<file path="config.mk">
export PLATFORM = sky130hd
export DESIGN_NAME = vrp_div
export DESIGN_NICKNAME = d
export VERILOG_FILES = /design/src/design/vertex_rotate_project_defines.svh /design/src/design/vrp_pkg.sv /design/src/design/vrp_div.sv
export SDC_FILE = /design/constraint.sdc
export NUM_CORES = 2
export LEC_CHECK = 0
export BUFFER_PORTS_ARGS = -buffer_cell sky130_fd_sc_hd__buf_4
export CAP_MARGIN = 10
export CORE_MARGIN = 5
export CORE_UTILIZATION = 56
export DETAILED_ROUTE_END_ITERATION = 8
export GPL_TIMING_DRIVEN = 0
export PLACE_DENSITY = 0.76
export SYNTH_ARGS = -nofsm -noshare
export SYNTH_HDL_FRONTEND = slang
export SYNTH_SLANG_ARGS = --single-unit
export TNS_END_PERCENT = 20
</file>
<file path="constraint.sdc">
create_clock -name clk -period 3.5 [get_ports clk]
set_input_delay 0.7 -clock clk [delete_from_list [all_inputs] [get_ports clk]]
set_output_delay 0.7 -clock clk [all_outputs]
set_load 0.05 [all_outputs]
</file>
<file path="src/design/vertex_rotate_project_defines.svh">
// Assertion macros shared by the files that check the vertex pipeline.
`ifndef VERTEX_ROTATE_PROJECT_DEFINES_SVH
`define VERTEX_ROTATE_PROJECT_DEFINES_SVH

// Same-cycle implication, sampled on clk and masked during rst.
`define VRP_CHECK(label, ante, cons) \
  label: assert property (@(posedge clk) disable iff (rst) (ante) |-> (cons)) \
    else $error("vertex_rotate_project: check failed");

// Implication after a fixed number of cycles.
`define VRP_CHECK_DLY(label, ante, dly, cons) \
  label: assert property (@(posedge clk) disable iff (rst) (ante) |-> ##(dly) (cons)) \
    else $error("vertex_rotate_project: timing check failed");

`endif

</file>
<file path="src/design/vrp_pkg.sv">
package vrp_pkg;

  // Field and datapath widths
  localparam int VW    = 16;          // vertex coordinate
  localparam int CW    = 10;          // 2.8 trig coefficient
  localparam int FRAC  = 8;           // fraction bits of the coefficients
  localparam int PW    = VW + CW;     // first rotation products
  localparam int RW    = 20;          // rotated x, y, z
  localparam int QPW   = RW + CW;     // second rotation products
  localparam int DPW   = 22;          // full view depth
  localparam int NW    = 28;          // coordinate times focal length
  localparam int MW    = NW - 1;      // magnitude of the above
  localparam int DUW   = DPW - 1;     // divisor, depth known positive
  localparam int QW    = 11;          // quotient bits kept
  localparam int REMW  = DUW + QW;    // partial remainder
  localparam int VDW   = 16;          // reported depth
  localparam int SXW   = 11;
  localparam int SYW   = 10;
  localparam int PXW   = 13;          // projected point before window test
  localparam int IDXW  = 3;
  localparam int LANES = 2;
  localparam int LANE_X = 0;
  localparam int LANE_Y = 1;

  // Stage counts from accept to result strobe
  localparam int ROT_STAGES  = 4;
  localparam int PREP_STAGES = 3;
  localparam int LATENCY     = ROT_STAGES + PREP_STAGES + QW + 1;

  // Register indexes
  localparam logic [IDXW-1:0] REG_COS_YAW   = 3'd0;
  localparam logic [IDXW-1:0] REG_SIN_YAW   = 3'd1;
  localparam logic [IDXW-1:0] REG_COS_PITCH = 3'd2;
  localparam logic [IDXW-1:0] REG_SIN_PITCH = 3'd3;
  localparam logic [IDXW-1:0] REG_CAM_DIST  = 3'd4;

  // Register reset values
  localparam logic signed [CW-1:0] COS_RESET  = 10'sd256;
  localparam logic signed [CW-1:0] SIN_RESET  = 10'sd0;
  localparam logic signed [VW-1:0] DIST_RESET = 16'sd200;

  // Projection constants
  localparam logic signed [DPW-1:0] NEAR_LIMIT = 22'sd24;
  localparam logic signed [NW-1:0]  FOCAL      = 28'sd160;
  localparam logic signed [PXW-1:0] CENTRE_X   = 13'sd128;
  localparam logic signed [PXW-1:0] CENTRE_Y   = 13'sd80;
  localparam logic signed [PXW-1:0] GUARD_LO   = -13'sd320;
  localparam logic signed [PXW-1:0] GUARD_X_HI = 13'sd640;
  localparam logic signed [PXW-1:0] GUARD_Y_HI = 13'sd480;

  typedef struct packed {
    logic signed [CW-1:0] cos_yaw;
    logic signed [CW-1:0] sin_yaw;
    logic signed [CW-1:0] cos_pitch;
    logic signed [CW-1:0] sin_pitch;
    logic signed [VW-1:0] camera_distance;
  } coef_t;

  typedef struct packed {
    logic                  valid;
    logic signed [RW-1:0]  rx;
    logic signed [RW-1:0]  ry;
    logic signed [DPW-1:0] depth;
  } rot_t;

  // One divider stage: both lanes share the divisor
  typedef struct packed {
    logic                             valid;
    logic                             near;
    logic [VDW-1:0]                   view_depth;
    logic [DUW-1:0]                   divisor;
    logic [LANES-1:0]                 neg;
    logic [LANES-1:0]                 ovf;
    logic [LANES-1:0][REMW-1:0]       rem;
    logic [LANES-1:0][QW-1:0]         quo;
  } div_t;

endpackage

</file>
<file path="src/design/vrp_div.sv">
module vrp_div (
  input  logic          clk,
  input  logic          rst,
  input  vrp_pkg::div_t dv_in,
  output vrp_pkg::div_t dv_out
);

  vrp_pkg::div_t st [vrp_pkg::QW];

  // One restoring step per stage, most significant quotient bit first
  for (genvar k = 0; k < vrp_pkg::QW; k++) begin : g_step
    vrp_pkg::div_t            src;
    vrp_pkg::div_t            res;
    logic [vrp_pkg::REMW-1:0] dsh;

    if (k == 0) begin : g_first
      assign src = dv_in;
    end else begin : g_next
      assign src = st[k-1];
    end

    always_comb begin
      res = src;
      dsh = vrp_pkg::REMW'(src.divisor) << (vrp_pkg::QW - 1 - k);
      for (int l = 0; l < vrp_pkg::LANES; l++) begin
        if (src.rem[l] >= dsh) begin
          res.rem[l] = src.rem[l] - dsh;
          res.quo[l][vrp_pkg::QW-1-k] = 1'b1;
        end
      end
    end

    always_ff @(posedge clk) begin
      if (rst) begin
        st[k] <= '0;
      end else begin
        st[k] <= res;
      end
    end
  end

  assign dv_out = st[vrp_pkg::QW-1];

endmodule

</file>
==> out/summary.md <==
### Critical path
- **signal arrival time at the worst endpoint** 4.18 ns
- **CP startpoint kind** flip-flop
- **Worst path most repeated cell** sky130_fd_sc_hd__clkbuf_2
- **sum of buffers and inverters on the critical path** 3
- **Critical Path End Type** flip-flop
- **CP Data Required Time** 4.11 ns
- **worst-path maximum fanout** 10
- **Crit-path slowest cell** sky130_fd_sc_hd__a211oi_1
- **category of the most critical setup path** flip-flop to flip-flop
- **kind of cell adding the most delay to the critical path** compound AO/OA/AOI/OAI gates
- **ordered cell list for the critical path** inv_1 -> ha_1 -> nor2b_1 -> o21a_1 -> o21bai_1 -> a21oi_2 -> o211ai_1 -> a21oi_1 -> clkbuf_2 -> clkbuf_2 -> nor2_1 -> a211oi_1
- **Crit path largest cell delay** 0.48 ns

### Final layout
- **post-layout utilization of the core** 0.646
- **Largest regs** st (1419)
- **register name with the most flops** st
- **number of flip-flops in the largest register** 1419
- **area growth from synthesis to layout** 15.1%
- **fill cell instance count of the final layout** 10.2k
- **share of final-layout standard cells stronger than drive strength 1** 0.107
- **Final #Nets** 8798
- **Layout Cell Area excl Fill** 0.0786 mm2

### Routing
- **met1 routed wirelength after detailed routing** 90.6 mm
- **total wirelength of the detailed-routed design** 233 mm
- **amount of wire on met3 after detailed routing** 15.7 mm
- **initial drt markers** 5010
- **DRC violations left** 0
- **highest routing layer actually used** met5
- **first-pass iteration count of the detailed router** 6
- **Antenna Nets Post-Route** 0
- **final routed wire length divided by cell count** 23.5 um
- **via total after detailed routing** 57.9k
- **detail-routed via count per cell** 5.83
- **routed length on met2** 112 mm

### Timing
- **Setup violations, final** 14
- **Total Neg Setup Slack** -0.469 ns
- **slew at the pin with the worst max-slew slack** 1.32 ns
- **max-slew violations** 0
- **total count of hold-check failures in the final report** 0
- **setup slack of the critical path after layout** -0.0739 ns
- **Clock Skews** 0.0211 ns
- **crit path time final** 3.57 ns
- **fmax** 280 MHz
- **normalized max-slew margin** 0.120
- **RSZ-0062 raised after global routing** true
- **crit share post-route** 1.02

### Floorplan
- **standard-cell rows** 128
- **number of top-level pins** 260
- **die boundary width** 359 um
- **y dimension of the die** 359 um
- **Placeable Area** 0.122 mm2
- **total die area** 0.129 mm2
- **starting density of the core** 0.562

### GRT
- **number of global-route vias before repair** 55.2k
- **Total GRT Usage** 0.345
- **global-route wire length before repair** 340 mm
- **number of antenna violations at the first check in global routing** 18
- **global route overflow** 0
- **largest net degree at the start of global routing** 17

### Flow run
- **MaxCap Viol Count** 0

### Run status
- **violations in the final reports** setup timing
- **outcome** finished with violations

### Clock tree
- **H-tree level count** 4
- **Num CTS Buffers** 147
- **clock transition at the registers of the reported paths** 0.06 ns
- **clock latency on the worst-skew pair** 0.78 ns
- **CTS root buffer** sky130_fd_sc_hd__clkbuf_16
- **maximum buffer depth of the clock tree** 3
- **Sink Count** 1419
- **TritonCTS clock tree** built

### Place
- **buffers added on ports** 258
- **HPWL after DPL** 185 mm
- **placed cell area** 0.0724 mm2
- **final RePlAce weighted congestion** 1.01

### Pwr
- **switch share** 0.433
- **portion of total power attributed to combinational logic** 0.529
- **switching power** 34.4 mW
- **peak supply drop** 557 uV
- **total power per unit cell area** 1010 mW/mm2
- **sequential share of power** 0.265
- **share of total power in the clock network** 0.206
- **leakage** 33.7 nW
- **Internal** 45.2 mW

### Synthesis
- **number of different library cells in the post-synthesis netlist** 98
- **Yosys top cell by area** sky130_fd_sc_hd__dfxtp_1
- **top cells by area, synth** sky130_fd_sc_hd__dfxtp_1, sky130_fd_sc_hd__ha_1, sky130_fd_sc_hd__nor2b_1
- **Post-Syn Area** 0.0683 mm2
- **synthesized instance count** 7752
- **Avg Cell Area, Syn** 8.81 um2
- **total number of yosys warnings** 0
- **leading register cell type out of synthesis** sky130_fd_sc_hd__dfxtp_1
- **post-synthesis net count** 8367
- **number of register bits inferred by synthesis** 1419
- **area share of the leading cell type in the synthesized netlist** 0.416
- **post-synthesis async set-or-reset flop share** 0
- **EDFF count, synth** 0
- **sequential cell area fraction in the yosys report** 0.416

### Min path
- **path type of the worst min-delay path** input port to flip-flop

cells by family (layout without fill, tap and decap cells):
| logic type | Yosys count | count (layout) | share of synthesized area |
|---|---|---|---|
| compound gates | 1615 | 1615 | 0.154 |
| xor+xnor | 398 | 398 | 0.0510 |
| fa+ha+maj | 484 | 484 | 0.0911 |
| buf+inv | 690 | 1241 | 0.0392 |
| flops | 1419 | 1419 | 0.416 |
| mux | 218 | 218 | 0.0324 |
| other cells | 0 | 10 | 0 |
| simple gates | 2928 | 2928 | 0.216 |
cells in the mapped netlist (39+ instances only):
cell type / count
sky130_fd_sc_hd__o21ai_0: 229
sky130_fd_sc_hd__clkbuf_1: 247
sky130_fd_sc_hd__a21oi_1: 535
sky130_fd_sc_hd__nor2b_1: 694
sky130_fd_sc_hd__nor3_1: 108
sky130_fd_sc_hd__mux2i_1: 193
sky130_fd_sc_hd__xnor2_1: 272
sky130_fd_sc_hd__ha_1: 462
sky130_fd_sc_hd__a31oi_1: 47
sky130_fd_sc_hd__nand3_1: 132
sky130_fd_sc_hd__dfxtp_1: 1419
sky130_fd_sc_hd__nor4_1: 62
sky130_fd_sc_hd__nand4_1: 58
sky130_fd_sc_hd__o31ai_1: 46
sky130_fd_sc_hd__a21o_1: 194
sky130_fd_sc_hd__a211oi_1: 120
sky130_fd_sc_hd__nand2b_1: 60
sky130_fd_sc_hd__xor2_1: 126
sky130_fd_sc_hd__nand2_1: 450
sky130_fd_sc_hd__o21bai_1: 53
sky130_fd_sc_hd__o211ai_1: 39
sky130_fd_sc_hd__o21a_1: 71
sky130_fd_sc_hd__and3_1: 45
sky130_fd_sc_hd__inv_1: 389
sky130_fd_sc_hd__or3_1: 63
sky130_fd_sc_hd__nor2_1: 1013
power by group through the flow:
stage               clock (mW)  combinational (mW)  sequential [mW]
finish                    16.4                42.1             21.1
CTS                       16.6                40.3             21.0
floorplan                    0                28.3             21.2
global route              17.3                45.3             21.2
detailed placement           0                39.3             21.3
global placement             0                39.0             21.3
cell usage in the layout, fill, tap and decap left out, types with 126 or more instances in the layout:
cell | synthesis | routed
sky130_fd_sc_hd__a21o_1 | 194 | 194
sky130_fd_sc_hd__a21oi_1 | 535 | 511
sky130_fd_sc_hd__buf_4 | 3 | 287
sky130_fd_sc_hd__clkbuf_1 | 247 | 211
sky130_fd_sc_hd__clkbuf_16 | 0 | 148
sky130_fd_sc_hd__dfxtp_1 | 1419 | 1413
sky130_fd_sc_hd__ha_1 | 462 | 460
sky130_fd_sc_hd__inv_1 | 389 | 389
sky130_fd_sc_hd__mux2i_1 | 193 | 182
sky130_fd_sc_hd__nand2_1 | 450 | 449
sky130_fd_sc_hd__nand3_1 | 132 | 131
sky130_fd_sc_hd__nor2_1 | 1013 | 1009
sky130_fd_sc_hd__nor2b_1 | 694 | 694
sky130_fd_sc_hd__o21ai_0 | 229 | 213
sky130_fd_sc_hd__xnor2_1 | 272 | 272
sky130_fd_sc_hd__xor2_1 | 126 | 126
metrics by stage:
step / power [mW] / worst slack (ns) / instances / hold WS [ns]
after detailed placement: 60.6 / -1.44 / 9642 / 0.420
after global routing: 83.9 / -0.146 / 9930 / 0.112
after global placement: 60.3 / -2.59 / 9635 / 0.416
after floorplan: 49.5 / 0.118 / 7752 / 0.411
after CTS: 77.9 / -0.235 / 9917 / 0.102
final: 79.6 / -0.0739 / 9938 / 0.138
final cells by class:
type | count | area [um2] | share of cell area
Antenna cell | 10 | 25.0 | 0.000318
Buffer | 298 | 1380 | 0.0175
Clock buffer | 199 | 4200 | 0.0534
Clock inverter | 70 | 943 | 0.0120
Inverter | 390 | 1460 | 0.0186
Multi-Input combinational cell | 5643 | 37900 | 0.483
Sequential cell | 1419 | 28400 | 0.362
Tap cell | 1625 | 2030 | 0.0259
Timing Repair Buffer | 284 | 2200 | 0.0280
layer usage:
layer / GRT usage / up-vias
met5: 0 / -
met4: 0.206 / 12
met3: 0.0603 / 673
met2: 0.590 / 2311
met1: 0.406 / 27195
li1: - / 27709
final timing paths:
path / from / to / slack (ns) / cells after the start
max: st[0][91] / st[1][77] / -0.07 / 12
min: dv_in[123] / st[0][123] / 0.14 / 2
max reg2reg: st[0][91] / st[1][77] / -0.07 / 12
min reg2reg: st[4][2] / st[5][2] / 0.43 / 1
repair_timing:
item	4_1_cts	5_1_grt
pin swaps	10	18
gates resized for setup	153	130
hold buffers	0	0
hold endpoints to repair	0	0
endpoints found under the setup margin	552	335
buffers inserted	7	12
No activity file was read; power rests on OpenSTA's default activity.
