### config.mk
export PLATFORM = sky130hd
export DESIGN_NAME = vrp_rotate
export DESIGN_NICKNAME = d
export VERILOG_FILES = /design/src/design/vertex_rotate_project_defines.svh /design/src/design/vrp_pkg.sv /design/src/design/vrp_rotate.sv
export SDC_FILE = /design/constraint.sdc
export NUM_CORES = 2
export LEC_CHECK = 0
export BUFFER_PORTS_ARGS = -buffer_cell sky130_fd_sc_hd__clkbuf_2
export CORE_ASPECT_RATIO = 1.75
export CORE_UTILIZATION = 45
export CTS_CLUSTER_SIZE = 8
export DETAILED_ROUTE_END_ITERATION = 12
export PLACE_DENSITY = 0.61
export SYNTH_ARGS = -nofsm -noshare
export SYNTH_HDL_FRONTEND = slang
export SYNTH_SLANG_ARGS = --single-unit
### constraint.sdc
create_clock -name clk -period 7.75 [get_ports clk]
set_clock_uncertainty 0.2 [all_clocks]
set_input_delay 0.775 -clock clk [delete_from_list [all_inputs] [get_ports clk]]
set_output_delay 0.775 -clock clk [all_outputs]
set_load 0.01 [all_outputs]
### src/design/vertex_rotate_project_defines.svh
// Assertion macros shared by the files that check the vertex pipeline.
`ifndef VERTEX_ROTATE_PROJECT_DEFINES_SVH
`define VERTEX_ROTATE_PROJECT_DEFINES_SVH

// Same-cycle implication, sampled on clk and masked during rst.
`define VRP_CHECK(label, ante, cons) \
  label: assert property (@(posedge clk) disable iff (rst) (ante) |-> (cons)) \
    else $error("vertex_rotate_project: check failed");

// Implication after a fixed number of cycles.
`define VRP_CHECK_DLY(label, ante, dly, cons) \
  label: assert property (@(posedge clk) disable iff (rst) (ante) |-> ##(dly) (cons)) \
    else $error("vertex_rotate_project: timing check failed");

`endif

### src/design/vrp_pkg.sv
package vrp_pkg;

  // Field and datapath widths
  localparam int VW    = 16;          // vertex coordinate
  localparam int CW    = 10;          // 2.8 trig coefficient
  localparam int FRAC  = 8;           // fraction bits of the coefficients
  localparam int PW    = VW + CW;     // first rotation products
  localparam int RW    = 20;          // rotated x, y, z
  localparam int QPW   = RW + CW;     // second rotation products
  localparam int DPW   = 22;          // full view depth
  localparam int NW    = 28;          // coordinate times focal length
  localparam int MW    = NW - 1;      // magnitude of the above
  localparam int DUW   = DPW - 1;     // divisor, depth known positive
  localparam int QW    = 11;          // quotient bits kept
  localparam int REMW  = DUW + QW;    // partial remainder
  localparam int VDW   = 16;          // reported depth
  localparam int SXW   = 11;
  localparam int SYW   = 10;
  localparam int PXW   = 13;          // projected point before window test
  localparam int IDXW  = 3;
  localparam int LANES = 2;
  localparam int LANE_X = 0;
  localparam int LANE_Y = 1;

  // Stage counts from accept to result strobe
  localparam int ROT_STAGES  = 4;
  localparam int PREP_STAGES = 3;
  localparam int LATENCY     = ROT_STAGES + PREP_STAGES + QW + 1;

  // Register indexes
  localparam logic [IDXW-1:0] REG_COS_YAW   = 3'd0;
  localparam logic [IDXW-1:0] REG_SIN_YAW   = 3'd1;
  localparam logic [IDXW-1:0] REG_COS_PITCH = 3'd2;
  localparam logic [IDXW-1:0] REG_SIN_PITCH = 3'd3;
  localparam logic [IDXW-1:0] REG_CAM_DIST  = 3'd4;

  // Register reset values
  localparam logic signed [CW-1:0] COS_RESET  = 10'sd256;
  localparam logic signed [CW-1:0] SIN_RESET  = 10'sd0;
  localparam logic signed [VW-1:0] DIST_RESET = 16'sd200;

  // Projection constants
  localparam logic signed [DPW-1:0] NEAR_LIMIT = 22'sd24;
  localparam logic signed [NW-1:0]  FOCAL      = 28'sd160;
  localparam logic signed [PXW-1:0] CENTRE_X   = 13'sd128;
  localparam logic signed [PXW-1:0] CENTRE_Y   = 13'sd80;
  localparam logic signed [PXW-1:0] GUARD_LO   = -13'sd320;
  localparam logic signed [PXW-1:0] GUARD_X_HI = 13'sd640;
  localparam logic signed [PXW-1:0] GUARD_Y_HI = 13'sd480;

  typedef struct packed {
    logic signed [CW-1:0] cos_yaw;
    logic signed [CW-1:0] sin_yaw;
    logic signed [CW-1:0] cos_pitch;
    logic signed [CW-1:0] sin_pitch;
    logic signed [VW-1:0] camera_distance;
  } coef_t;

  typedef struct packed {
    logic                  valid;
    logic signed [RW-1:0]  rx;
    logic signed [RW-1:0]  ry;
    logic signed [DPW-1:0] depth;
  } rot_t;

  // One divider stage: both lanes share the divisor
  typedef struct packed {
    logic                             valid;
    logic                             near;
    logic [VDW-1:0]                   view_depth;
    logic [DUW-1:0]                   divisor;
    logic [LANES-1:0]                 neg;
    logic [LANES-1:0]                 ovf;
    logic [LANES-1:0][REMW-1:0]       rem;
    logic [LANES-1:0][QW-1:0]         quo;
  } div_t;

endpackage

### src/design/vrp_rotate.sv
module vrp_rotate (
  input  logic                        clk,
  input  logic                        rst,
  input  logic                        in_valid,
  input  logic signed [vrp_pkg::VW-1:0] vx,
  input  logic signed [vrp_pkg::VW-1:0] vy,
  input  logic signed [vrp_pkg::VW-1:0] vz,
  input  vrp_pkg::coef_t              coef,
  output vrp_pkg::rot_t               rot
);

  logic v1, v2, v3;

  logic signed [vrp_pkg::PW-1:0]  p_xc, p_zs, p_zc, p_xs;
  logic signed [vrp_pkg::VW-1:0]  vy1, vy2;
  logic signed [vrp_pkg::PW:0]    s_x, s_z;
  logic signed [vrp_pkg::RW-1:0]  rx2, rz2, rx3;
  logic signed [vrp_pkg::QPW-1:0] q_yc, q_zs, q_ys, q_zc;
  logic signed [vrp_pkg::QPW:0]   d_y, d_z;

  always_ff @(posedge clk) begin
    if (rst) begin
      v1 <= 1'b0;
      v2 <= 1'b0;
      v3 <= 1'b0;
    end else begin
      v1 <= in_valid;
      v2 <= v1;
      v3 <= v2;
    end
  end

  // Yaw products
  always_ff @(posedge clk) begin
    p_xc <= vrp_pkg::PW'(vx) * vrp_pkg::PW'(coef.cos_yaw);
    p_zs <= vrp_pkg::PW'(vz) * vrp_pkg::PW'(coef.sin_yaw);
    p_zc <= vrp_pkg::PW'(vz) * vrp_pkg::PW'(coef.cos_yaw);
    p_xs <= vrp_pkg::PW'(vx) * vrp_pkg::PW'(coef.sin_yaw);
    vy1  <= vy;
  end

  always_comb begin
    s_x = (vrp_pkg::PW+1)'(p_xc) + (vrp_pkg::PW+1)'(p_zs);
    s_z = (vrp_pkg::PW+1)'(p_zc) - (vrp_pkg::PW+1)'(p_xs);
  end

  always_ff @(posedge clk) begin
    rx2 <= vrp_pkg::RW'(s_x >>> vrp_pkg::FRAC);
    rz2 <= vrp_pkg::RW'(s_z >>> vrp_pkg::FRAC);
    vy2 <= vy1;
  end

  // Pitch products
  always_ff @(posedge clk) begin
    q_yc <= vrp_pkg::QPW'(vy2) * vrp_pkg::QPW'(coef.cos_pitch);
    q_zs <= vrp_pkg::QPW'(rz2) * vrp_pkg::QPW'(coef.sin_pitch);
    q_ys <= vrp_pkg::QPW'(vy2) * vrp_pkg::QPW'(coef.sin_pitch);
    q_zc <= vrp_pkg::QPW'(rz2) * vrp_pkg::QPW'(coef.cos_pitch);
    rx3  <= rx2;
  end

  always_comb begin
    d_y = (vrp_pkg::QPW+1)'(q_yc) - (vrp_pkg::QPW+1)'(q_zs);
    d_z = (vrp_pkg::QPW+1)'(q_ys) + (vrp_pkg::QPW+1)'(q_zc);
  end

  always_ff @(posedge clk) begin
    if (rst) begin
      rot.valid <= 1'b0;
    end else begin
      rot.valid <= v3;
    end
    rot.rx    <= rx3;
    rot.ry    <= vrp_pkg::RW'(d_y >>> vrp_pkg::FRAC);
    rot.depth <= vrp_pkg::DPW'(d_z >>> vrp_pkg::FRAC)
               + vrp_pkg::DPW'(coef.camera_distance);
  end

endmodule

==> flow_results.org <==
** Die
- For this configuration, the core starts out at a cell density of 0.453.
- In this run the core area contains ~180 standard-cell rows.
- The floorplan step defined a die boundary enclosing about 140000 sq um.
- In this run the vertical extent of the chip is 488 um.
- Core area :: roughly 130000 sq um
- During I/O placement, the number of pins put on the boundary was 170.
- Width of the chip :: between 200 and 300 um

** Global routing
- The number of antenna violations at the first check in global routing is 8.
- The number of global-route vias before repair is between 40k and 50k.
- The first global-routing pass estimated 253000 um of wire.
- Total Routing Usage GR :: 0.239
- Global route total overflow :: 0
- Entering global routing, the biggest net connects 37 pins.

** STA
- The worst pin sits at a relative slew slack of 0.208.
- Slew at the pin closest to its max-slew limit :: between 1 and 1.5 ns
- Final critical-path share of the clock period :: 0.835
- Hold timing on the final database bottoms out at a slack of between 0.04 and 0.05 ns.
- The worst path needs between 6 and 7 ns of the cycle, external delays included.
- The max-slew violation count is 0.
- Summed over all failing endpoints, the final setup total negative slack is 0 ns.
- Setup violations remaining at the end of the flow were counted as 0.
- Setup repair after global routing left no endpoint under its margin.
- Setup slack closes at approximately 1.3 ns.
- Highest achievable clock rate :: approximately 0.15 GHz
- The hold violation total from the final report came to 0.

** Worst setup path
- Critical Path Max Stage Delay :: just over 0.9 ns
- Peak fanout along the critical path :: 14
- Series of cell instances along the critical path :: nand2_1 -> fa_1 -> inv_1 -> fa_1 -> inv_1 -> fa_1 -> inv_1 -> fa_1 -> inv_1 -> fa_1 -> inv_1 -> ha_1 -> o21ai_1 -> nand2b_1 -> a31o_2 -> a41oi_2 -> o31ai_1 -> or4_1 -> a31o_1 -> a31oi_1 -> xnor2_1
- Critical path data arrival time :: 6.89 ns
- Together, buffers and inverters on the worst path number 5.
- The worst register-to-register path ends at q_ys[24].
- Timing startpoint of the critical path :: vy2[7]
- Kind of capture point of the worst setup path :: flip-flop
- Data on the critical path is required at its endpoint by 8.16 ns.
- On the critical path the largest part of the delay comes from adder cells.
- The worst setup path is launched from a flip-flop.
- Worst Reg-to-Reg Cells :: 21
- Worst r2r src :: vy2[7]
- Among all stages on the critical path, the largest delay is contributed by dfxtp_1.
- Setup slack on the worst reg-to-reg path comes out at about 1.3 ns.
- The critical path in this run is classified as reg2reg.

** Worst hold path
- Hold-critical path endpoint :: vy1[9]
- Kind of path behind the tightest hold check :: in2reg
- Along the worst hold path, the cell count comes to 1.
- In this run the most critical hold path is launched from vy[9].

** Synth
- Yosys warns :: 0
- Cells after synthesis :: 6790
- The synthesized design contains 0 enable-type register cells.
- Cell type contributing the most total cell area after synthesis :: fa_1
- Share of synthesized area occupied by flip-flops and latches :: 0.121
- Syn Area/Cell :: roughly 9.0 sq um
- Among all flip-flop cells after synthesis, the most frequent one is dfxtp_1.
- Flip-flop and latch count after synthesis :: roughly 370
- Of the post-synthesis cell area, the dominant cell type holds 0.381.
- For this run, asynchronously set or reset flops after synthesis account for 0.
- Area of the mapped netlist :: about 61000 sq um
- Total nets after synthesis :: around 8.7k
- After synthesis, the cell types taking the most area are fa_1 38%, ha_1 13%, dfxtp_1 12%.
- The synthesized netlist contains 78 unique library cells.

** CTS
- CTS tree :: built
- Number of CTS-inserted buffers :: between 50 and 60
- Longest Clk Path Bufs :: 3
- After clock tree synthesis, the clock-pin slew on the worst setup and hold paths is approximately 0.070 ns.
- The tree is rooted in a clkbuf_16.
- The tree built by TritonCTS fans out to between 300 and 400 sinks.
- Clock latency of the later-clocked register in the worst-skew pair :: between 0.6 and 0.7 ns
- Maximum level of the CTS H-tree :: 2
- Post-cts resize count :: 0

** Detailed routing
- Final antenna-violating net count :: 0
- After detailed routing, the number of vias per cell comes to about 5.
- Final routed wire length divided by cell count :: ~18 um
- DRC Markers :: 0
- Number of search-and-repair iterations in the first detailed-routing pass :: 7
- The final route contains 44.2k vias.
- Initial drt markers :: between 1.5k and 2k
- Total wire length after detailed routing :: about 160000 um

** Placement
- Routability congestion estimate :: 0.886
- Worst slack at placement :: 0.623 ns
- HPWL Detailed :: between 100000 and 150000 um
- During placement, the flow inserted port buffers numbering between 150 and 200.

** Finish
- From synthesis to final layout, the design area changed by 6.98%.
- In the final layout, the share of cells above drive strength 1 is 0.0488.
- The final layout contains ~8.7k nets.
- Fillers :: between 10k and 15k

** Run
- Max_cap viols :: 0

** Status
- Status :: completed
[per-layer routing]
metal	global-route usage	up-vias	part of all wire
met5	0	-	0
met4	0.173	0	0.082
met3	0.0246	425	0.034
met2	0.471	1017	0.56
met1	0.224	22400	0.32
li1	-	20300	-
[synth_stat cells (all sizes together), types with 24 or more instances]
cell / instances
nor3: 45
dfxtp: 367
a21o: 85
inv: 1624
o21ai: 103
fa: 1157
o21bai: 27
clkbuf: 265
and2: 488
nor2: 252
ha: 623
xnor2: 236
o21a: 37
nand2: 814
a21oi: 195
nor2b: 24
xor2: 73
nand3: 57
a31oi: 25
nand2b: 56
[area by class of cell]
class / instances / area (sq um) / area share
Multi-Input combinational cell: 4532 / 46400 / 0.713
Sequential cell: 367 / 7350 / 0.113
Inverter: 1625 / 6100 / 0.0937
Tap cell: 1800 / 2250 / 0.0346
Timing Repair Buffer: 254 / 1520 / 0.0233
Clock buffer: 60 / 1370 / 0.0211
Clock inverter: 5 / 82.6 / 0.00127
Antenna cell: 9 / 22.5 / 0.000346
[worst max path at each step]
stage | to | cells past startpoint
after floorplan | q_ys[24] | 23
after global placement | p_xc[25] | 20
after detailed placement | p_xc[25] | 20
after CTS | q_ys[24] | 21
after global routing | q_yc[24] | 19
final | q_ys[24] | 21
[logic make-up after synthesis]
kind of cell               count (synthesis)  share of synthesized area
adders and majority gates               1780                      0.509
buffers and inverters                   1891                      0.117
DFF                                      367                      0.121
and+or+nand+nor                         1829                      0.143
AOI/OAI and AO/OA                        612                     0.0659
xor gates and xnor gates                 309                     0.0445
muxes                                      2                   0.000350
[sequential cells by signal, indices dropped and copies added, names as in the netlist]
register  cells
vy1          16
q_zs         28
v2            1
q_yc         26
rz2          19
rot          62
p_xs         26
p_zc         26
rx3          19
vy2          16
q_ys         26
p_zs         26
q_zc         29
v3            1
v1            1
rx2          19
p_xc         26
[stage by stage]
stage          std cells  utilization  instance area (sq um)
3_3_place_gp        8565        0.473                  63500
6_report            8652        0.485                  65100
4_1_cts             8643        0.484                  65000
5_1_grt             8651        0.485                  65100
2_1_floorplan       6790            -                  60800
3_5_place_dp        8565        0.473                  63500
[repair_timing]
action,in CTS,in global routing
hold buffers,13,0
buffers inserted,0,0
endpoints found under the hold margin,13,0
[cell usage in the layout, fill, tap and decap left out, types with 24 or more instances in the layout]
master | synthesis | final
o21a_1 | 37 | 37
dfxtp_1 | 367 | 367
nand2b_1 | 56 | 56
o21ai_0 | 78 | 78
clkbuf_16 | 0 | 53
buf_4 | 1 | 72
inv_1 | 1624 | 1624
o21bai_1 | 27 | 27
a21oi_1 | 194 | 194
xnor2_1 | 236 | 236
ha_1 | 623 | 623
a31oi_1 | 25 | 25
clkbuf_2 | 0 | 169
a21o_1 | 85 | 85
nor2_1 | 252 | 252
and2_1 | 488 | 488
nand2_1 | 814 | 814
fa_1 | 1157 | 1157
nand3_1 | 57 | 57
nor2b_1 | 24 | 24
o21ai_1 | 25 | 25
nor3_1 | 45 | 45
xor2_1 | 73 | 73
Power is not shown: default switching activity piles up to over one toggle a cycle in this logic, so the estimate is an artifact.
