## config.mk

```make
export PLATFORM = sky130hd
export DESIGN_NAME = vrp_prep
export DESIGN_NICKNAME = d
export VERILOG_FILES = /design/src/design/vertex_rotate_project_defines.svh /design/src/design/vrp_pkg.sv /design/src/design/vrp_prep.sv
export SDC_FILE = /design/constraint.sdc
export NUM_CORES = 1
export LEC_CHECK = 0
export CORE_ASPECT_RATIO = 1.25
export CORE_MARGIN = 1
export CORE_UTILIZATION = 55
export DETAILED_ROUTE_END_ITERATION = 7
export DONT_BUFFER_PORTS = 1
export GPL_ROUTABILITY_DRIVEN = 1
export GPL_TIMING_DRIVEN = 0
export PLACE_DENSITY_LB_ADDON = 0.15
export REMOVE_ABC_BUFFERS = 1
export SLEW_MARGIN = 10
export SYNTH_ARGS = -nofsm -noshare
export SYNTH_HDL_FRONTEND = slang
export SYNTH_SLANG_ARGS = --single-unit
```

## constraint.sdc

```tcl
create_clock -name clk -period 2.6 [get_ports clk]
set_input_delay 0.39 -clock clk [delete_from_list [all_inputs] [get_ports clk]]
set_output_delay 0.39 -clock clk [all_outputs]
set_load 0.02 [all_outputs]
```

## src/design/vertex_rotate_project_defines.svh

```systemverilog
// Assertion macros shared by the files that check the vertex pipeline.
`ifndef VERTEX_ROTATE_PROJECT_DEFINES_SVH
`define VERTEX_ROTATE_PROJECT_DEFINES_SVH

// Same-cycle implication, sampled on clk and masked during rst.
`define VRP_CHECK(label, ante, cons) \
  label: assert property (@(posedge clk) disable iff (rst) (ante) |-> (cons)) \
    else $error("vertex_rotate_project: check failed");

// Implication after a fixed number of cycles.
`define VRP_CHECK_DLY(label, ante, dly, cons) \
  label: assert property (@(posedge clk) disable iff (rst) (ante) |-> ##(dly) (cons)) \
    else $error("vertex_rotate_project: timing check failed");

`endif

```

## src/design/vrp_pkg.sv

```systemverilog
package vrp_pkg;

  // Field and datapath widths
  localparam int VW    = 16;          // vertex coordinate
  localparam int CW    = 10;          // 2.8 trig coefficient
  localparam int FRAC  = 8;           // fraction bits of the coefficients
  localparam int PW    = VW + CW;     // first rotation products
  localparam int RW    = 20;          // rotated x, y, z
  localparam int QPW   = RW + CW;     // second rotation products
  localparam int DPW   = 22;          // full view depth
  localparam int NW    = 28;          // coordinate times focal length
  localparam int MW    = NW - 1;      // magnitude of the above
  localparam int DUW   = DPW - 1;     // divisor, depth known positive
  localparam int QW    = 11;          // quotient bits kept
  localparam int REMW  = DUW + QW;    // partial remainder
  localparam int VDW   = 16;          // reported depth
  localparam int SXW   = 11;
  localparam int SYW   = 10;
  localparam int PXW   = 13;          // projected point before window test
  localparam int IDXW  = 3;
  localparam int LANES = 2;
  localparam int LANE_X = 0;
  localparam int LANE_Y = 1;

  // Stage counts from accept to result strobe
  localparam int ROT_STAGES  = 4;
  localparam int PREP_STAGES = 3;
  localparam int LATENCY     = ROT_STAGES + PREP_STAGES + QW + 1;

  // Register indexes
  localparam logic [IDXW-1:0] REG_COS_YAW   = 3'd0;
  localparam logic [IDXW-1:0] REG_SIN_YAW   = 3'd1;
  localparam logic [IDXW-1:0] REG_COS_PITCH = 3'd2;
  localparam logic [IDXW-1:0] REG_SIN_PITCH = 3'd3;
  localparam logic [IDXW-1:0] REG_CAM_DIST  = 3'd4;

  // Register reset values
  localparam logic signed [CW-1:0] COS_RESET  = 10'sd256;
  localparam logic signed [CW-1:0] SIN_RESET  = 10'sd0;
  localparam logic signed [VW-1:0] DIST_RESET = 16'sd200;

  // Projection constants
  localparam logic signed [DPW-1:0] NEAR_LIMIT = 22'sd24;
  localparam logic signed [NW-1:0]  FOCAL      = 28'sd160;
  localparam logic signed [PXW-1:0] CENTRE_X   = 13'sd128;
  localparam logic signed [PXW-1:0] CENTRE_Y   = 13'sd80;
  localparam logic signed [PXW-1:0] GUARD_LO   = -13'sd320;
  localparam logic signed [PXW-1:0] GUARD_X_HI = 13'sd640;
  localparam logic signed [PXW-1:0] GUARD_Y_HI = 13'sd480;

  typedef struct packed {
    logic signed [CW-1:0] cos_yaw;
    logic signed [CW-1:0] sin_yaw;
    logic signed [CW-1:0] cos_pitch;
    logic signed [CW-1:0] sin_pitch;
    logic signed [VW-1:0] camera_distance;
  } coef_t;

  typedef struct packed {
    logic                  valid;
    logic signed [RW-1:0]  rx;
    logic signed [RW-1:0]  ry;
    logic signed [DPW-1:0] depth;
  } rot_t;

  // One divider stage: both lanes share the divisor
  typedef struct packed {
    logic                             valid;
    logic                             near;
    logic [VDW-1:0]                   view_depth;
    logic [DUW-1:0]                   divisor;
    logic [LANES-1:0]                 neg;
    logic [LANES-1:0]                 ovf;
    logic [LANES-1:0][REMW-1:0]       rem;
    logic [LANES-1:0][QW-1:0]         quo;
  } div_t;

endpackage

```

## src/design/vrp_prep.sv

```systemverilog
module vrp_prep (
  input  logic          clk,
  input  logic          rst,
  input  vrp_pkg::rot_t rot,
  output vrp_pkg::div_t dv
);

  logic v5, v6;

  logic signed [vrp_pkg::NW-1:0]  nx5, ny5;
  logic signed [vrp_pkg::DPW-1:0] depth5;
  logic                           near5, near6;
  logic [vrp_pkg::LANES-1:0][vrp_pkg::MW-1:0] mag6;
  logic [vrp_pkg::LANES-1:0]      neg6;
  logic [vrp_pkg::DUW-1:0]        div6;
  logic [vrp_pkg::VDW-1:0]        vd6;
  logic [vrp_pkg::REMW-1:0]       dsh;

  always_ff @(posedge clk) begin
    if (rst) begin
      v5 <= 1'b0;
      v6 <= 1'b0;
    end else begin
      v5 <= rot.valid;
      v6 <= v5;
    end
  end

  // Scale by focal length, flag near points
  always_ff @(posedge clk) begin
    nx5    <= vrp_pkg::NW'(rot.rx) * vrp_pkg::FOCAL;
    ny5    <= vrp_pkg::NW'(rot.ry) * vrp_pkg::FOCAL;
    near5  <= rot.depth < vrp_pkg::NEAR_LIMIT;
    depth5 <= rot.depth;
  end

  // Split into sign and magnitude
  always_ff @(posedge clk) begin
    mag6[vrp_pkg::LANE_X] <= vrp_pkg::MW'(nx5[vrp_pkg::NW-1] ? -nx5 : nx5);
    mag6[vrp_pkg::LANE_Y] <= vrp_pkg::MW'(ny5[vrp_pkg::NW-1] ? -ny5 : ny5);
    neg6[vrp_pkg::LANE_X] <= nx5[vrp_pkg::NW-1];
    neg6[vrp_pkg::LANE_Y] <= ny5[vrp_pkg::NW-1];
    near6 <= near5;
    div6  <= depth5[vrp_pkg::DUW-1:0];
    vd6   <= depth5[vrp_pkg::VDW-1:0];
  end

  // Quotients of 2^QW or more always land outside the window
  assign dsh = {div6, {vrp_pkg::QW{1'b0}}};

  always_ff @(posedge clk) begin
    if (rst) begin
      dv.valid <= 1'b0;
    end else begin
      dv.valid <= v6;
    end
    dv.near       <= near6;
    dv.view_depth <= vd6;
    dv.divisor    <= div6;
    dv.neg        <= neg6;
    dv.quo        <= '0;
    for (int l = 0; l < vrp_pkg::LANES; l++) begin
      dv.ovf[l] <= vrp_pkg::REMW'(mag6[l]) >= dsh;
      dv.rem[l] <= vrp_pkg::REMW'(mag6[l]);
    end
  end

endmodule

```

==> summary.md, run 1 <==
Subtracting the final worst setup slack from the clock period gives 2.36 ns. The fraction of the core area covered by cells at the end of the flow was 0.632. The largest individual stage delay along the critical path comes from the cell sky130_fd_sc_hd__a2111oi_2. The tree is rooted in a sky130_fd_sc_hd__clkbuf_16. The number of cells traversed by the worst register-to-register path works out to 6.

Setup repair after global routing left no endpoint under its margin. Summing over every cut layer, the via total after detailed routing is 5418. Summing all multi-input logic gate instances after layout gives 3980 um^2. The die covers 16200 um^2. The arrival time of data at the critical path endpoint is 2.72 ns, and the post-CTS setup buffer count is 0. Count of final max-slew check failures: 0. After clock tree synthesis, the clock-pin slew on the worst setup and hold paths is 0.06 ns. The worst hold path cell count works out to 1. Setup violations remaining at the end of the flow were counted as 0. Of all cell types, the one taking the most synthesized area is sky130_fd_sc_hd__dfxtp_1. For this run, the number of Yosys warnings is 0.

Along the worst path, the maximum fanout reaches 3. In this run the power density over the cells is 960 nW/um^2. The path class of the tightest hold or removal check is in -> reg. Yosys attributes the largest share of cell area to sky130_fd_sc_hd__dfxtp_1, sky130_fd_sc_hd__ha_1, sky130_fd_sc_hd__xnor2_1. During I/O placement, the number of pins put on the boundary was 194. The tools report the core footprint as 15100 um^2. Category of the most critical setup path: in -> reg. The global-route congestion overflow total is 0, and the share of flip-flops with an asynchronous set or reset after synthesis is 0. At the end of routability-driven placement, the weighted congestion stood at 0.813.

Across all hold checks on the routed design, the worst slack comes to 0.0450 ns. Across the VDD grid, the largest voltage drop is 0.000396 V. The logs give 0.48 ns for the clock latency reported for the late side of the worst-skew pair and 792 for the number of instances in the synthesized netlist. After the first detailed-routing iteration, the DRC count stood at 225. Port buffering added 0 buffers.

Part of the Yosys area used for sequential elements: 0.486. On the worst path, the slowest cell contributes a delay of 0.47 ns. The detailed-placement wirelength estimate came out at 12.9 mm. The number of synthesized flops with an enable pin came out at 0. The worst path meets setup with 0.238 ns of slack. For this run, design rule violations remaining after detail routing come to 0. The register bit count reported by yosys was 209. Traced cell by cell, the critical path runs through ha_1, ha_1, inv_1, fa_1, nand2b_1, a21oi_1, o2111ai_1, a2111oi_2, o22ai_1, xnor2_1. Maximum operating frequency: 0.423 GHz. OpenSTA, run right after detailed placement, puts the worst setup slack at -0.487 ns. Entering global routing, the biggest net connects 24 pins. The repair_antennas step left the layout with diodes totalling 0. Power comes to 9.18 mW. Summing every instance area after synthesis gives 8610 um^2. The first global-routing pass estimated 26.5 mm of wire. The die is 114 um wide. The run gives 209 as the clock net sink count.

Fill cells in the final layout number 1256. The flow ran to the end, and the final reports show no timing, DRC or antenna violations. In the final routed layout, each cell accounts on average for 15.8 um. The category of the worst setup path capture point was a flip-flop. Clock tree synthesis inserted a total of 21 buffers. Dividing the synthesized area by the synthesized cell count gives 10.9 um^2.

Share of Yosys cell area claimed by the top area cell type: 0.486. STA classifies the critical path startpoint as an input pin. Required arrival time at the worst endpoint: 2.96 ns. The worst slew margin relative to its limit came out at 0.467.

Across the whole layout, storage elements account for 4180 um^2. The leakage component of the power was 4.33 nW. The dominant cell type by count on the critical path was sky130_fd_sc_hd__ha_1.

The run gives 16.5 mm as the final wirelength. The synthesized netlist contains 58 unique library cells. The run gives 5554 as the via count of the first global-routing pass. The worst clock skew was 0.00747 ns. The logs give 50 for the number of rows created at floorplan and 997 for the number of nets in the layout. Count of nets left with antenna violations after detail routing: 0.

Share of the clock period used by the worst path: 0.908. TritonCTS built the clock tree. The synthesis-to-finish area growth is 11.1%, and the global-route usage over all layers is 0.205.

For the number of H-tree levels, the log shows 1. The predominant post-synthesis flop cell was sky130_fd_sc_hd__dfxtp_1. In the routed layout, each cell is associated on average with a via count of 5.19. The tool flagged a number of max-cap violations equal to 0. Before antenna repair, the detailed router went through 4 iterations. The logs give 0.569 for the initial core utilization and 3 for the maximum clock insertion buffer count.

The final hold violation count came out at 0. The die height is 142 um, and the transition at the pin with the smallest max-transition slack is 0.798 ns. The run gives 0 as the initial antenna violation count. Share of final-layout standard cells stronger than drive strength 1: 0.0563.
-- placed cells by master, fill, tap and decap left out, drive strengths merged, types with 7 or more instances in the layout --
| master | synthesis | layout |
|---|---|---|
| inv | 41 | 43 |
| nor2b | 8 | 8 |
| nor3 | 10 | 10 |
| nand4 | 9 | 9 |
| o211ai | 7 | 7 |
| a21oi | 39 | 39 |
| nand2 | 38 | 38 |
| o31ai | 13 | 13 |
| dlygate4sd3 | 0 | 29 |
| a21o | 24 | 24 |
| nor2 | 23 | 23 |
| dfxtp | 209 | 209 |
| o21ai | 32 | 32 |
| xnor2 | 62 | 62 |
| clkbuf | 3 | 26 |
| conb | 1 | 42 |
| xor2 | 11 | 11 |
| ha | 108 | 108 |
| nand2b | 16 | 16 |
| nand3 | 8 | 8 |
-- synthesized netlist by cell type (4+ instances only) --
cell type,instances
sky130_fd_sc_hd__nand3_1,8
sky130_fd_sc_hd__nor3_1,10
sky130_fd_sc_hd__nand2_1,37
sky130_fd_sc_hd__o31ai_2,4
sky130_fd_sc_hd__a31oi_1,5
sky130_fd_sc_hd__nor2_1,23
sky130_fd_sc_hd__nand2b_1,16
sky130_fd_sc_hd__or3_1,5
sky130_fd_sc_hd__a211oi_1,4
sky130_fd_sc_hd__o211ai_1,7
sky130_fd_sc_hd__inv_1,41
sky130_fd_sc_hd__dfxtp_1,209
sky130_fd_sc_hd__xnor2_1,62
sky130_fd_sc_hd__o221ai_1,4
sky130_fd_sc_hd__ha_1,108
sky130_fd_sc_hd__o31ai_1,9
sky130_fd_sc_hd__a21o_1,24
sky130_fd_sc_hd__o21bai_1,4
sky130_fd_sc_hd__nor4_1,6
sky130_fd_sc_hd__nand4_1,9
sky130_fd_sc_hd__buf_4,58
sky130_fd_sc_hd__a21oi_1,39
sky130_fd_sc_hd__nor2b_1,8
sky130_fd_sc_hd__o21ai_0,30
sky130_fd_sc_hd__xor2_1,11
-- registers in the layout (all words and copies together) (netlist names) --
name and cells:
depth5 21, div6 6, dv 71, mag6 44
near5 1, near6 1, neg6 2, nx5 23
ny5 23, v5 1, v6 1, vd6 15
-- cells by family after synthesis --
group	synth area share
other cells	0.000435
compound gates	0.119
simple gates	0.0867
mux	0.00131
flops	0.486
xor+xnor	0.0742
fa+ha+maj	0.162
buf+inv	0.0706
-- what timing repair did --
item	4_1_cts	5_1_grt
endpoints found under the hold margin	31	0
endpoints found under the setup margin	0	2
gates resized for setup	0	2
hold buffers	29	0
-- worst paths after layout --
| kind | from | endpoint | slack, ns |
|---|---|---|---|
| setup / recovery | rot[23] | ny5[24] | 0.24 |
| hold / removal | rot[44] | nx5[7] | 0.04 |
| setup reg to reg | nx5[17] | mag6[26] | 0.59 |
| hold reg to reg | depth5[14] | vd6[14] | 0.32 |
-- per-stage QoR --
stage	setup TNS, ns	std cells	cell area, um^2
after floorplan	-0.0584	770	8310
after global placement	-1.17	978	8570
after detailed placement	-1.13	978	8570
after CTS	0	1043	9560
after global routing	0	1043	9570
final	0	1043	9570
-- report_power, final --
| part | total, mW | switching, mW | internal (mW) |
|---|---|---|---|
| registers | 4.78 | 0.857 | 3.93 |
| clock network | 2.97 | 1.18 | 1.78 |
| logic | 1.44 | 0.742 | 0.693 |
-- worst max-delay path, delay by kind of cell --
family	cells	cell delay, ns
AO/OA/AOI/OAI	4	1.13
XOR/XNOR	1	0.14
adder cells (fa/ha/maj)	3	0.83
AND/OR/NAND/NOR	1	0.19
buffers and inverters	1	0.06
-- routing by layer --
metal,share of wire,vias to the layer above,track usage
met4,0.022,0,0.0677
met5,0,-,0
li1,-,2744,-
met3,0.055,29,0.0367
met1,0.41,2490,0.228
met2,0.52,155,0.389
-- area by class of cell --
type                            instances  share of cell area
Multi-Input combinational cell        520               0.416
Clock inverter                         10              0.0129
Timing Repair Buffer                   29              0.0303
Inverter                               41              0.0161
Clock buffer                           26              0.0600
Tap cell                              208              0.0272
Sequential cell                       209               0.437
(Power assumes the default switching activity.)
==> inputs of run 2 (changes only) <==
Settings changed: CORE_MARGIN 1 to 2.
==> summary.md, run 2 (synthesis results as in run 1) <==
The type of the most critical hold path was in -> reg (unchanged). CTS clock-pin slew for the worst setup and hold paths: 0.06 ns (about the same). For the leakage component of the power, the log shows 4.31 nW (was 4.33 nW). Weighted congestion at the end of routability-driven global placement: 0.839 (was 0.813).

Regs by FF count: dv x71, mag6 x44 (unchanged). The number of cells traversed by the worst register-to-register path is 6 (unchanged). For the initial core utilization, the log shows 0.558 (was 0.569). The arrival time of data at the critical path endpoint is 2.77 ns (was 2.72 ns). The number of H-tree levels is 1 (unchanged).

TritonCTS built the clock tree. The post-layout worst setup margin was 0.188 ns (was 0.238 ns); the worst hold path cell count was 1 (unchanged). The flow ran to the end, and the final reports show no timing, DRC or antenna violations. Detailed-router iteration count before antenna repair: 5 (was 4). Cells traversed along the worst timing path: ha_1, ha_1, inv_1, fa_1, nand2b_1, a21oi_1, o2111ai_1, a2111oi_2, o22ai_1, xnor2_1 (unchanged). Longest individual stage delay on the worst path: 0.48 ns (was 0.47 ns). Register bank with the most flops: dv (unchanged). The dominant cell type by count on the critical path was sky130_fd_sc_hd__ha_1 (unchanged). The worst flop-to-flop path startpoint is nx5[17] (unchanged). The number of cells after detailed placement was 982 (was 978); the core footprint was 15400 um^2 (was 15100 um^2).

The most common library cell in the layout ignoring fill and taps is sky130_fd_sc_hd__dfxtp_1 (unchanged). The clock latency reported for the late side of the worst-skew pair is 0.48 ns (about the same). The endpoint of the worst register-to-register path was mag6[26] (unchanged).

The clock tree root driver cell was sky130_fd_sc_hd__clkbuf_16 (unchanged). The tools report the category of the worst setup path capture point as a flip-flop (unchanged). The tools report the minimum setup slack among reg-to-reg paths as 0.54 ns (was 0.59 ns). The cell family with the largest share of critical-path delay is compound AO/OA/AOI/OAI gates (unchanged). The via count of the first global-routing pass is 5446 (was 5554), and the transition at the pin with the smallest max-transition slack is 0.731 ns (was 0.798 ns).

The tools report the worst hold margin as 0.0230 ns (was 0.0450 ns). The worst-case vdd ir drop is 0.000441 V (was 0.000396 V). The number of flip-flops under the largest register name came out at 71 (unchanged). Cell type of the slowest stage on the worst timing path: sky130_fd_sc_hd__a2111oi_2 (unchanged).

The number of antenna diodes came out at 0 (unchanged). The run gives 9530 um^2 (was 9570 um^2) as the cell area after layout. Initial detailed-routing violation count: 191 (was 225).

The synthesis-to-finish area growth was 10.6% (was 11.1%); the fraction of the core area covered by cells at the end of the flow was 0.617 (was 0.632). The logs give 0 (unchanged) for the count of final max-slew check failures and 194 (unchanged) for the number of placed I/O pins. Worst min-delay path startpoint: rot[21] (was rot[44]). The tools report the final setup violation count as 0 (unchanged). The critical path startpoint category was an input pin (unchanged).

The biggest fanout along the worst timing path is 3 (unchanged). Setup repair after global routing left no endpoint under its margin. The clock net sink count was 209 (unchanged); the maximum operating frequency was 0.415 GHz (was 0.423 GHz). The power density over the cells was 951 nW/um^2 (was 960 nW/um^2). The category of the most critical setup path is in -> reg (unchanged). The wire length of the first global-routing pass was 25.7 mm (was 26.5 mm). The horizontal die dimension came out at 116 um (was 114 um). The run gives 0 (unchanged) as the global-route congestion overflow total. For the remaining routing DRC violations, the log shows 0 (unchanged).

The total power of the final layout is 9.06 mW (was 9.18 mW). The tools report the worst hold path endpoint as near5 (was nx5[7]). The logs give 0 (unchanged) for the initial antenna violation count and 51 (was 50) for the number of rows created at floorplan.

The count of nets left with antenna violations after detail routing was 0 (unchanged). The critical path buffer and inverter count came out at 1 (unchanged). The maximum clock insertion buffer count was 3 (unchanged). Die height: 144 um (was 142 um). Number of nets in the layout: 995 (was 997).

The port buffer count was 0 (unchanged); the largest net degree at the start of global routing was 24 (unchanged). The run gives 0 ns (unchanged) as the final setup TNS. The die area was 16700 um^2 (was 16200 um^2). Post-detailed-route wirelength per cell: 15.4 um (was 15.8 um). The final hold violation count came out at 0 (unchanged).

Most used cells in the layout excluding fill and tap cells: sky130_fd_sc_hd__dfxtp_1, sky130_fd_sc_hd__ha_1, sky130_fd_sc_hd__xnor2_1 (unchanged). The tools report the count of vias placed by the detailed router as 5375 (was 5418). The worst slack after detailed placement was -0.519 ns (was -0.487 ns); the average vias per placed instance was 5.15 (was 5.19). The tools report the final non-filler cell total as 1044 (was 1043). The required arrival time at the worst endpoint was 2.96 ns (about the same); the final critical-path required period was 2.41 ns (was 2.36 ns). The tools report the number of buffers created by CTS as 20 (was 21). The tools report the number of maximum-capacitance constraint violations as 0 (unchanged). Instance area after placement: 8580 um^2 (was 8570 um^2). The share of the clock period used by the worst path is 0.928 (was 0.908), and the worst clock skew is 0.0136 ns (was 0.00747 ns). For the global-route usage over all layers, the log shows 0.191 (was 0.205).

The worst slew margin relative to its limit was 0.512 (was 0.467); the final wirelength was 16.1 mm (was 16.5 mm). The detailed-placement wirelength estimate came out at 12.6 mm (was 12.9 mm). The share of final-layout standard cells stronger than drive strength 1 came out at 0.0493 (was 0.0563).
run 2: cell types whose count changed in the layout (fill, tap and decap cells not counted):
cell	change
sky130_fd_sc_hd__clkbuf_1	+4
sky130_fd_sc_hd__clkinvlp_4	-2
sky130_fd_sc_hd__dlygate4sd3_1	-1
sky130_fd_sc_hd__inv_6	-2
sky130_fd_sc_hd__clkinv_4	-2
run 2: where the power goes:
group | switching, mW | leakage [nW] | internal, mW
registers | 0.845 | 1.76 | 3.93
clock network | 1.11 | 0.324 | 1.76
logic | 0.727 | 2.23 | 0.691
run 2: timing repair:
item / in CTS / in global routing
hold endpoints to repair: 30 / 0
resized for setup: 1 / 1
cloned: 0 / 0
buffers inserted: 0 / 0
setup endpoints to repair: 1 / 2
hold buffers: 28 / 0
run 2: cell type report:
class                      instances  area (um^2)
fill                            1285         5910
multi-input combinational        520         3980
timing repair buffer              28          280
sequential                       209         4180
inverter                          41          154
clock inverter                     4         73.8
clock buffer                      30          589
tap                              212          265
run 2: worst register-to-register path: stages (launching register included):
cell                      delay (ns)
sky130_fd_sc_hd__dfxtp_1        0.33
sky130_fd_sc_hd__or4_1          0.54
sky130_fd_sc_hd__or2_1          0.28
sky130_fd_sc_hd__nor4b_4        0.25
sky130_fd_sc_hd__nand2_1        0.15
sky130_fd_sc_hd__o31ai_2        0.23
sky130_fd_sc_hd__xnor2_1        0.18
run 2: how the worst max path moves through the flow:
| stage | cells after the start | start | endpoint | slack (ns) |
|---|---|---|---|---|
| 2_1_floorplan | 10 | rot[23] | ny5[24] | -0.06 |
| 3_3_place_gp | 10 | rot[23] | ny5[24] | -0.50 |
| 3_5_place_dp | 10 | rot[23] | ny5[24] | -0.52 |
| 4_1_cts | 10 | rot[23] | ny5[24] | 0.08 |
| 5_1_grt | 10 | rot[23] | ny5[24] | 0.01 |
| 6_report | 10 | rot[23] | ny5[24] | 0.19 |
run 2: layer usage:
layer  routed length, um  up-vias  share of wire  global-route usage
met3                 844       21          0.052              0.0354
li1                    -     2733              -                   -
met1                6550     2481           0.41               0.218
met5                   0        -              0                   0
met2                8400      140           0.52               0.359
met4                 320        0          0.020              0.0508
==> inputs of run 3 (changes only) <==
Settings changed: ABC_AREA set to 1.
==> summary.md, run 3 <==
The flow ran to the end, and the final reports show no timing, DRC or antenna violations. The global-route usage over all layers came out at 0.194 (was 0.191). For the number of maximum-capacitance constraint violations, the log shows 0 (unchanged). Count of final max-slew check failures: 0 (unchanged). The weighted congestion at the end of routability-driven global placement is 0.900 (was 0.839), and the register bit count reported by yosys is 209 (unchanged). The remaining routing DRC violations is 0 (unchanged), and the number of instances in the synthesized netlist is 1154 (was 792). The required arrival time at the worst endpoint was 2.95 ns (was 2.96 ns); the core footprint was 16900 um^2 (was 15400 um^2).

The initial core utilization was 0.564 (was 0.558). Final setup violation count: 0 (unchanged). The final hold violation count is 0 (unchanged).

The type of the most critical hold path is in -> reg (unchanged). Instance area after placement: 9510 um^2 (was 8580 um^2). The run gives 0.513 (was 0.527) as the share of power burned in registers. The most common library cell in the layout ignoring fill and taps is sky130_fd_sc_hd__nand2_1 (was sky130_fd_sc_hd__dfxtp_1).

The share of the clock period used by the worst path works out to 0.672 (was 0.928). Count of nets left with antenna violations after detail routing: 0 (unchanged). The number of distinct library cells after synthesis was 33 (was 58); the die area was 18400 um^2 (was 16700 um^2).

The logs give 1 (unchanged) for the number of H-tree levels and 29.2 mm (was 25.7 mm) for the wire length of the first global-routing pass. The biggest fanout along the worst timing path was 3 (unchanged). The largest net degree at the start of global routing is 21 (was 24). Leading post-synthesis cells by cell area: sky130_fd_sc_hd__dfxtp_1, sky130_fd_sc_hd__ha_1, sky130_fd_sc_hd__nand2_1 (was sky130_fd_sc_hd__dfxtp_1, sky130_fd_sc_hd__ha_1, sky130_fd_sc_hd__xnor2_1). The worst hold path cell count was 2 (was 1); the share of Yosys cell area claimed by the top area cell type was 0.439 (was 0.486). Number of synthesized flops with an enable pin: 0 (unchanged). Via count of the first global-routing pass: 6630 (was 5446). The cell with the most instances after synthesis is sky130_fd_sc_hd__nand2_1 (was sky130_fd_sc_hd__dfxtp_1).

The tools report the number of nets in the layout as 1355 (was 995). Register bank with the most flops: dv (unchanged). The worst clock skew was 0.00699 ns (was 0.0136 ns). Setup repair after global routing left no endpoint under its margin. The category of the worst setup path capture point was a flip-flop (unchanged). Top cells by instance count after synthesis: sky130_fd_sc_hd__nand2_1, sky130_fd_sc_hd__dfxtp_1, sky130_fd_sc_hd__inv_1, sky130_fd_sc_hd__ha_1, sky130_fd_sc_hd__nor2_1 (was sky130_fd_sc_hd__dfxtp_1, sky130_fd_sc_hd__ha_1, sky130_fd_sc_hd__xnor2_1, sky130_fd_sc_hd__buf_4, sky130_fd_sc_hd__inv_1). Fraction of power spent switching nets: 0.313 (was 0.296). The library cell occupying the most area in the post-synthesis netlist is sky130_fd_sc_hd__dfxtp_1 (unchanged).

Critical path startpoint category: an input pin (unchanged). The run gives 9530 um^2 (was 8610 um^2) as the area of the mapped netlist. The cell area after layout was 10400 um^2 (was 9530 um^2); the CTS clock-pin slew for the worst setup and hold paths was 0.06 ns (about the same).

Total of warnings raised by yosys: 0 (unchanged). The clock latency reported for the late side of the worst-skew pair is 0.47 ns (was 0.48 ns), and the worst-case vdd ir drop is 0.000405 V (was 0.000441 V). The number of buffers created by CTS is 19 (was 20), and the number of cells traversed by the worst register-to-register path is 3 (was 6). The worst slew margin relative to its limit was 0.550 (was 0.512); the share of final-layout standard cells stronger than drive strength 1 was 0.0361 (was 0.0493).

The switching power summed over all nets was 2.81 mW (was 2.68 mW). The leakage component of the power is 5.38 nW (was 4.31 nW), and the final setup TNS is 0 ns (unchanged). The count of vias placed by the detailed router is 6832 (was 5375), and the part of the Yosys area used for sequential elements is 0.439 (was 0.486). Most used cells in the layout excluding fill and tap cells: sky130_fd_sc_hd__nand2_1, sky130_fd_sc_hd__dfxtp_1, sky130_fd_sc_hd__inv_1 (was sky130_fd_sc_hd__dfxtp_1, sky130_fd_sc_hd__ha_1, sky130_fd_sc_hd__xnor2_1). The port buffer count was 0 (unchanged); the total power of the final layout was 9.00 mW (was 9.06 mW). The predominant post-synthesis flop cell was sky130_fd_sc_hd__dfxtp_1 (unchanged). The final critical-path required period is 1.75 ns (was 2.41 ns).

The logs give 0.572 GHz (was 0.415 GHz) for the maximum operating frequency and 0.182 (was 0.156) for the combinational share of power. The detailed-placement wirelength estimate came out at 14.7 mm (was 12.6 mm). The transition at the pin with the smallest max-transition slack is 0.667 ns (was 0.731 ns). Power density over the cells: 866 nW/um^2 (was 951 nW/um^2). The logs give 0 (unchanged) for the global-route congestion overflow total and 0 (unchanged) for the post-CTS setup buffer count.

Clock net sink count: 209 (unchanged). The tools report the maximum clock insertion buffer count as 3 (unchanged). The category of the most critical setup path is in -> reg (unchanged).

The number of flip-flops under the largest register name came out at 71 (unchanged). Synthesis-to-finish area growth: 8.95% (was 10.6%). Arrival time of data at the critical path endpoint: 2.10 ns (was 2.77 ns). The average vias per placed instance was 4.84 (was 5.15).

The initial detailed-routing violation count is 253 (was 191). The mean instance size in the synthesized netlist is 8.26 um^2 (was 10.9 um^2), and the initial antenna violation count is 0 (unchanged). The run gives 0 (unchanged) as the number of antenna diodes.

The run gives 6.18 mW (was 6.38 mW) as the internal power. TritonCTS built the clock tree. The share of flip-flops with an asynchronous set or reset after synthesis is 0 (unchanged), and the horizontal die dimension is 122 um (was 116 um). The final wirelength is 18.0 mm (was 16.1 mm), and the detailed-router iteration count before antenna repair is 4 (was 5). The share of power burned in the clock network was 0.305 (was 0.317); the post-detailed-route wirelength per cell was 12.7 um (was 15.4 um). The run gives 194 (unchanged) as the number of placed I/O pins. The number of rows created at floorplan came out at 53 (was 51). The clock tree root driver cell was sky130_fd_sc_hd__clkbuf_16 (unchanged).

The die height came out at 151 um (was 144 um). Regs by FF count: dv x71, mag6 x44 (unchanged).
run 3: changes by cell type after synthesis, sizes merged, moves of 12 or more:
cell | previous run | this run
xnor2 | 62 | 9
o31ai | 13 | 1
xor2 | 11 | 39
a21o | 24 | 0
nand2b | 16 | 0
nand3 | 8 | 72
inv | 41 | 157
nand2 | 38 | 283
nor2 | 23 | 88
run 3: cell families after synthesis:
group                      count (synthesis)  share of synthesized area
buffers and inverters                    219                      0.110
other                                      1                   0.000393
adders and majority gates                110                      0.146
xor gates and xnor gates                  48                     0.0441
AOI/OAI and AO/OA                         86                     0.0490
and+or+nand+nor                          481                      0.212
DFF                                      209                      0.439
run 3: cell type report:
class,count,area (um^2)
inverter,157,589
tap,220,275
fill,1532,6520
sequential,209,4180
timing repair buffer,26,260
clock inverter,6,108
multi-input combinational,767,4460
clock buffer,26,512
run 3: path summary, 6_finish.rpt:
check             slack (ns)    start  endpoint
setup / recovery        0.85  rot[23]   ny5[20]
hold / removal          0.03  rot[62]        v5
setup reg to reg        1.03  ny5[27]  mag6[37]
hold reg to reg         0.32  neg6[0]    dv[88]
run 3: worst max-delay path, cell delays in order:
cell	delay (ns)
sky130_fd_sc_hd__ha_1	0.27
sky130_fd_sc_hd__ha_1	0.21
sky130_fd_sc_hd__inv_1	0.07
sky130_fd_sc_hd__fa_1	0.40
sky130_fd_sc_hd__inv_1	0.12
sky130_fd_sc_hd__nand3_1	0.07
sky130_fd_sc_hd__nand3_1	0.11
sky130_fd_sc_hd__nand2_1	0.07
sky130_fd_sc_hd__nand2_1	0.14
sky130_fd_sc_hd__nand2_1	0.09
sky130_fd_sc_hd__nand3_1	0.08
sky130_fd_sc_hd__nand2_1	0.08
run 3: power groups by stage:
stage	registers, mW	logic, mW	clock network [mW]
after floorplan	4.50	1.30	0
after global placement	4.69	1.57	0
after detailed placement	4.70	1.60	0
after CTS	4.63	1.65	2.80
after global routing	4.69	1.93	2.94
final	4.62	1.64	2.74
run 3: through the flow:
step	hold slack (ns)	util	setup WS, ns	cells
finish	0.0320	0.614	0.852	1411
floorplan	0.310	-	0.657	1133
CTS	0.0182	0.614	0.900	1411
global placement	0.310	0.562	0.403	1353
detailed placement	0.312	0.562	0.426	1353
global route	0.0212	0.614	0.759	1411
run 3: metal layers:
metal  GRT usage  routed length (um)  vias up
met3      0.0343                1100       32
met1       0.234                7920     2973
met2       0.349                8500      204
met4      0.0632                 439        0
li1            -                   -     3623
met5           0                   0        -
run 3: what timing repair did:
item	4_1_cts	5_1_grt
gates resized for setup	0	0
setup endpoints to repair	0	0
hold endpoints to repair	28	0
hold buffers	26	0
